`src/sv/cpu8_pkg.sv`:
```
// cpu8_pkg: operation codes, flag and result types for the cpu8 alu
// no dependencies; imported by cpu8_alu_core and cpu8_alu_with_flags
`default_nettype none

package cpu8_pkg;

  localparam int unsigned DataWidth = 8;
  localparam int unsigned OpWidth   = 4;

  typedef logic [DataWidth-1:0] byte_t;

  typedef enum logic [OpWidth-1:0] {
    OP_LOAD  = 4'd0,
    OP_INC   = 4'd1,
    OP_DEC   = 4'd2,
    OP_ADD   = 4'd3,
    OP_SUB   = 4'd4,
    OP_CMP   = 4'd5,
    OP_AND   = 4'd6,
    OP_OR    = 4'd7,
    OP_XOR   = 4'd8,
    OP_ASL   = 4'd9,
    OP_LSR   = 4'd10,
    OP_ROL   = 4'd11,
    OP_ROR   = 4'd12,
    OP_BIT   = 4'd13,
    OP_STORE = 4'd14
  } alu_op_t;

  typedef struct packed {
    logic negative;
    logic zero;
    logic carry;
  } flags_t;

  typedef struct packed {
    byte_t  data;
    logic   write_enable;
    flags_t flags;
  } alu_res_t;

endpackage

`default_nettype wire

```
`src/sv/cpu8_alu_core.sv`:
```
// cpu8_alu_core: combinational datapath of the alu, one operation per word
// depends on cpu8_pkg for operation codes and the flag/result structs
`default_nettype none

module cpu8_alu_core (
  input  wire logic [cpu8_pkg::OpWidth-1:0] operation,
  input  wire cpu8_pkg::byte_t              operand_a,
  input  wire cpu8_pkg::byte_t              operand_b,
  input  wire logic                         carry_in,
  input  wire cpu8_pkg::flags_t             flags,
  output cpu8_pkg::alu_res_t                res
);
  import cpu8_pkg::*;

  logic [DataWidth:0] add_sum;
  logic [DataWidth:0] sub_diff;
  logic [DataWidth:0] cmp_diff;
  byte_t              and_val;

  // subtract as a + ~b + carry, bit 8 set means no borrow
  assign add_sum  = {1'b0, operand_a} + {1'b0, operand_b} + {{DataWidth{1'b0}}, carry_in};
  assign sub_diff = {1'b0, operand_a} + {1'b0, ~operand_b} + {{DataWidth{1'b0}}, carry_in};
  assign cmp_diff = {1'b0, operand_a} + {1'b0, ~operand_b} + {{DataWidth{1'b0}}, 1'b1};
  assign and_val  = operand_a & operand_b;

  always_comb begin
    res.data         = '0;
    res.write_enable = 1'b1;
    res.flags        = flags;
    unique case (alu_op_t'(operation))
      OP_LOAD: res.data = operand_b;
      OP_INC:  res.data = operand_b + byte_t'(1);
      OP_DEC:  res.data = operand_b - byte_t'(1);
      OP_ADD: begin
        res.data        = add_sum[DataWidth-1:0];
        res.flags.carry = add_sum[DataWidth];
      end
      OP_SUB: begin
        res.data        = sub_diff[DataWidth-1:0];
        res.flags.carry = sub_diff[DataWidth];
      end
      OP_CMP: begin
        res.data         = cmp_diff[DataWidth-1:0];
        res.flags.carry  = cmp_diff[DataWidth];
        res.write_enable = 1'b0;
      end
      OP_AND: res.data = and_val;
      OP_OR:  res.data = operand_a | operand_b;
      OP_XOR: res.data = operand_a ^ operand_b;
      OP_ASL: begin
        res.data        = {operand_b[DataWidth-2:0], 1'b0};
        res.flags.carry = operand_b[DataWidth-1];
      end
      OP_LSR: begin
        res.data        = {1'b0, operand_b[DataWidth-1:1]};
        res.flags.carry = operand_b[0];
      end
      OP_ROL: begin
        res.data        = {operand_b[DataWidth-2:0], flags.carry};
        res.flags.carry = operand_b[DataWidth-1];
      end
      OP_ROR: begin
        res.data        = {flags.carry, operand_b[DataWidth-1:1]};
        res.flags.carry = operand_b[0];
      end
      OP_BIT: begin
        res.data         = and_val;
        res.write_enable = 1'b0;
      end
      OP_STORE: res.data = operand_a;
      default: res.write_enable = 1'b0;
    endcase

    // n and z follow the result byte except for bit test, store and unused codes
    unique case (alu_op_t'(operation))
      OP_LOAD, OP_INC, OP_DEC, OP_ADD, OP_SUB, OP_CMP, OP_AND, OP_OR, OP_XOR,
      OP_ASL, OP_LSR, OP_ROL, OP_ROR: begin
        res.flags.negative = res.data[DataWidth-1];
        res.flags.zero     = (res.data == '0);
      end
      OP_BIT: begin
        res.flags.negative = operand_b[DataWidth-1];
        res.flags.zero     = (and_val == '0);
      end
      default: ;
    endcase
  end

endmodule

`default_nettype wire

```
`src/sv/cpu8_alu_with_flags.sv`:
```
// cpu8_alu_with_flags: 8-bit alu with negative, zero and carry flags
// the input word is registered in the s1 stage, then its result word in the output
// register, and res_stall can hold a word in s1; throughput: one word per cycle
// unless res_stall holds the output; the flag register closes its loop through
// the alu datapath; res_stall reaches item_stall through logic only
// reset: synchronous active-high rst clears both valid bits and all three flags
// depends on cpu8_pkg and cpu8_alu_core
`default_nettype none

module cpu8_alu_with_flags (
  input  wire logic                         clk,
  input  wire logic                         rst,
  input  wire logic                         item_valid,
  output logic                              item_stall,
  input  wire logic [cpu8_pkg::OpWidth-1:0] operation,
  input  wire cpu8_pkg::byte_t              operand_a,
  input  wire cpu8_pkg::byte_t              operand_b,
  input  wire logic                         carry_in,
  output logic                              res_valid,
  input  wire logic                         res_stall,
  output cpu8_pkg::byte_t                   result,
  output logic                              write_enable,
  output logic                              negative_out,
  output logic                              zero_out,
  output logic                              carry_out
);
  import cpu8_pkg::*;

  logic                s1_valid;
  logic [OpWidth-1:0]  s1_op;
  byte_t               s1_a;
  byte_t               s1_b;
  logic                s1_cin;
  flags_t              flags;
  alu_res_t            alu_res;
  alu_res_t            out_res;
  logic                advance;
  logic                accept;

  // the input word moves on when the result register is empty or being taken
  assign advance    = s1_valid && (!res_valid || !res_stall);
  assign item_stall = s1_valid && !advance;
  assign accept     = item_valid && !item_stall;

  cpu8_alu_core u_core (
    .operation (s1_op),
    .operand_a (s1_a),
    .operand_b (s1_b),
    .carry_in  (s1_cin),
    .flags     (flags),
    .res       (alu_res)
  );

  always_ff @(posedge clk) begin
    if (rst) begin
      s1_valid <= 1'b0;
    end else if (accept) begin
      s1_valid <= 1'b1;
    end else if (advance) begin
      s1_valid <= 1'b0;
    end
  end

  always_ff @(posedge clk) begin
    if (accept) begin
      s1_op  <= operation;
      s1_a   <= operand_a;
      s1_b   <= operand_b;
      s1_cin <= carry_in;
    end
  end

  always_ff @(posedge clk) begin
    if (rst) begin
      flags     <= '0;
      res_valid <= 1'b0;
    end else if (advance) begin
      flags     <= alu_res.flags;
      res_valid <= 1'b1;
    end else if (!res_stall) begin
      res_valid <= 1'b0;
    end
  end

  always_ff @(posedge clk) begin
    if (advance) begin
      out_res <= alu_res;
    end
  end

  assign result       = out_res.data;
  assign write_enable = out_res.write_enable;
  assign negative_out = out_res.flags.negative;
  assign zero_out     = out_res.flags.zero;
  assign carry_out    = out_res.flags.carry;

endmodule

`default_nettype wire

```
`config.mk`:
```
export PLATFORM = sky130hd
export DESIGN_NAME = cpu8_alu_with_flags
export DESIGN_NICKNAME = d
export VERILOG_FILES = /design/src/sv/cpu8_pkg.sv /design/src/sv/cpu8_alu_core.sv /design/src/sv/cpu8_alu_with_flags.sv
export SDC_FILE = /design/constraint.sdc
export NUM_CORES = 1
export LEC_CHECK = 0
export BUFFER_PORTS_ARGS = -buffer_cell sky130_fd_sc_hd__buf_4
export CAP_MARGIN = 20
export CORE_ASPECT_RATIO = 1.5
export CORE_UTILIZATION = 35
export CTS_BUF_LIST = sky130_fd_sc_hd__clkbuf_16
export DETAILED_ROUTE_END_ITERATION = 8
export GPL_TIMING_DRIVEN = 0
export SETUP_SLACK_MARGIN = 0.5
export SYNTH_ARGS = -nofsm -noshare
export SYNTH_HDL_FRONTEND = slang
export SYNTH_SLANG_ARGS = --single-unit
```
`constraint.sdc`:
```
create_clock -name clk -period 8.9 [get_ports clk]
set_clock_uncertainty 0.15 [all_clocks]
set_input_delay 0.89 -clock clk [delete_from_list [all_inputs] [get_ports clk]]
set_output_delay 0.89 -clock clk [all_outputs]
set_load 0.03 [all_outputs]
```
==> results.cfg <==
[setup_path]
crit_type = flip-flop to flip-flop
required_ns = 8.80
arrival_ns = 4.78
path_max_fanout = 10
worstSetupEndpointType = flip-flop
cp-start-kind = flip-flop

[clocking]
numCtsBuffers = 5
post_cts_buffers = 0
clk_path_buf_depth = 2
htreeDepth = 2
cts_repair_resize_count = 0
cts-root-buf = clkbuf_16
ctsHoldBuffers = 0
numClockSinks = 38
clkTransAtPathRegs_ns = 0.06
cts_tree = yes
worstSkewPairLatency_ns = 0.29

[route]
drt_pass1_iterations = 5
wl_per_cell_um = 21.06
via_per_inst = 6.010
via_count = 3792
ant_nets = 0
drc_errors = 0
wirelength_mm = 13.29
drtIter0Drc = 372

[placement]
dp_cells = 622
gp_congestion = 0.9729
dp_hpwl_mm = 10.26
place_area_sq_mm = 0.004382
port_buffers = 38

[timing]
rsz0062_at_grt = false
final_max_slew_viol_count = 0
fin_crit_ns = 4.886
tightest_slew_ns = 0.9137
fmax_mhz = 204.7
finalCritPeriodShare_pct = 54.90
setup_viol = 0
worst_hold_slack_ns = 0.3394
tns_ns = 0
maxSlewHeadroom_pct = 38.95
hold_violations = 0

[synth]
synth_cell_type_count = 79
syn-cell-area_sq_mm = 0.003894
yosysTopAreaCell = edfxtp_1
synth_warnings = 0
ys_seq_area_share_pct = 28.02
netlist_instances = 438
synth_top_area_share_pct = 25.45
synthArstFlopShare_pct = 0
syn-num-nets = 500
synth_commonest_cells = edfxtp_1 (33), ha_1 (33), inv_1 (33)
synthFlopType = edfxtp_1
synth.avg_cell_area_sq_um = 8.890
ys_ff_latch = 38
synth_area_leaders = edfxtp_1 (25%), ha_1 (11%), a21oi_1 (3.5%)
synth_edf_count = 33

[power]
switching_share_pct = 34.05
p_per_area_mw_per_mm2 = 142.8
p_int_uw = 429.8
power_switching_uw = 221.9
peakVddDrop_v = 0.00007591
p_leak_uw = 0.001818
pwr-share-seq_pct = 33.6
p_clk_share_pct = 33.1
pwr-share-comb_pct = 33.3

[final_layout]
multi_input_area_sq_mm = 0.002535
fin_util_pct = 42.65
final_area_sq_mm = 0.004566
num-fill-cells = 1089
fin_cells = 631
final_net_count = 548
antenna_cells = 0
area_growth_pct = 17.26
drive_gt1_share_pct = 17.25
ff_latch_area_sq_mm = 0.001091

[outcome]
status = completed

[die]
num_io_pins = 39
die-area_sq_mm = 0.01156
die_w_um = 88.12
std_cell_rows = 46
core-area_sq_mm = 0.01071
die_y_um = 131.2
start_util_pct = 36.37

[min_path]
hold_class = flip-flop to flip-flop

[grt]
overflow = 0
grt_pass1_wl_mm = 20.63
grt_pass1_vias = 3720
grtUsageTotal_pct = 23.98
grt_max_degree = 19
antenna_found_initial = 0

[run]
max_cap_viol_count = 0
## cell type report
cell class	count	share of cell area (%)
Buffer	24	3.206
Clock buffer	7	3.837
Multi-Input combinational cell	343	55.52
Sequential cell	38	23.90
Tap cell	144	3.946
Clock inverter	1	0.08221
Timing Repair Buffer	41	6.796
Inverter	33	2.713
## through the flow
stage                     setup WS [ns]  total power, uW
after floorplan                   4.789            369.0
after global placement            3.938            432.2
after detailed placement          3.885            434.7
after CTS                         3.861            650.6
after global routing              3.750            681.5
final                             4.014            651.8
## power groups by stage
| stage | Combinational (uW) | Clock, uW | Sequential, uW |
|---|---|---|---|
| 2_1_floorplan | 142 | 0 | 227 |
| 3_3_place_gp | 210 | 0 | 222 |
| 3_5_place_dp | 212 | 0 | 222 |
| 4_1_cts | 213 | 219 | 219 |
| 5_1_grt | 235 | 226 | 220 |
| 6_report | 217 | 216 | 219 |
## cell families (layout without fill, tap and decap cells)
kind of cell	Yosys count	after routing	share of synthesized area (%)
AOI/OAI and AO/OA	127	127	23.55
xor gates and xnor gates	15	15	3.567
adders and majority gates	37	37	12.66
buffers and inverters	57	106	6.941
DFF	38	38	28.02
muxes	8	8	2.185
and+or+nand+nor	156	156	23.07
## state kept, by name, indices dropped and copies added (netlist names), 3 cells and up
name,cells
result,8
s1_b,8
flags,3
s1_op,4
s1_a,8
## layout by cell type (no fill, tap or decap), types with 5 or more instances in the layout
cell / Yosys / layout
nor3b_1: 5 / 5
o22ai_1: 5 / 5
ha_1: 33 / 33
nand3b_1: 5 / 5
dfxtp_1: 5 / 5
nand2b_1: 9 / 9
a211oi_1: 7 / 7
o21ai_0: 15 / 15
buf_4: 1 / 39
nor2b_1: 12 / 11
xor2_1: 8 / 8
edfxtp_1: 33 / 33
nor3_1: 18 / 18
nand4_1: 7 / 7
and3_1: 7 / 7
xnor2_1: 6 / 6
inv_1: 33 / 33
a21oi_1: 27 / 27
nand3_1: 15 / 15
buf_2: 6 / 7
nor2_1: 26 / 26
clkbuf_1: 8 / 8
a31oi_1: 9 / 9
buf_6: 6 / 6
a32oi_1: 5 / 5
clkbuf_16: 0 / 7
nand2_1: 22 / 22
nor4_1: 7 / 7
o211ai_1: 6 / 6
## worst paths after layout
kind	start	to	slack (ns)	depth (start not counted)
max	s1_op[2]	negative_out	4.01	15
min	s1_valid	res_valid	0.34	2
max reg2reg	s1_op[2]	negative_out	4.01	15
min reg2reg	s1_valid	res_valid	0.34	2
## critical path: stages, from the launching register on
cell,delay (ns)
edfxtp_1,0.38
buf_6,0.15
buf_6,0.14
buf_4,0.19
clkbuf_1,0.30
nor3_1,0.56
clkbuf_2,0.27
ha_1,0.28
a21oi_1,0.16
o211ai_1,0.18
nor3b_1,0.19
a2111oi_0,0.56
mux2i_1,0.38
and4bb_1,0.35
a21oi_1,0.10
or2_2,0.29
## routing by layer
layer | track usage (%) | wire (um) | vias up | share of wire, %
met3 | 3.078 | 642 | 47 | 4.8
li1 | - | - | 1762 | -
met5 | 0 | 0 | - | 0
met2 | 39.79 | 6555 | 183 | 49
met4 | 13.44 | 709 | 0 | 5.3
met1 | 29.21 | 5383 | 1800 | 41
Note: power is estimated with default switching activity, not from simulation.
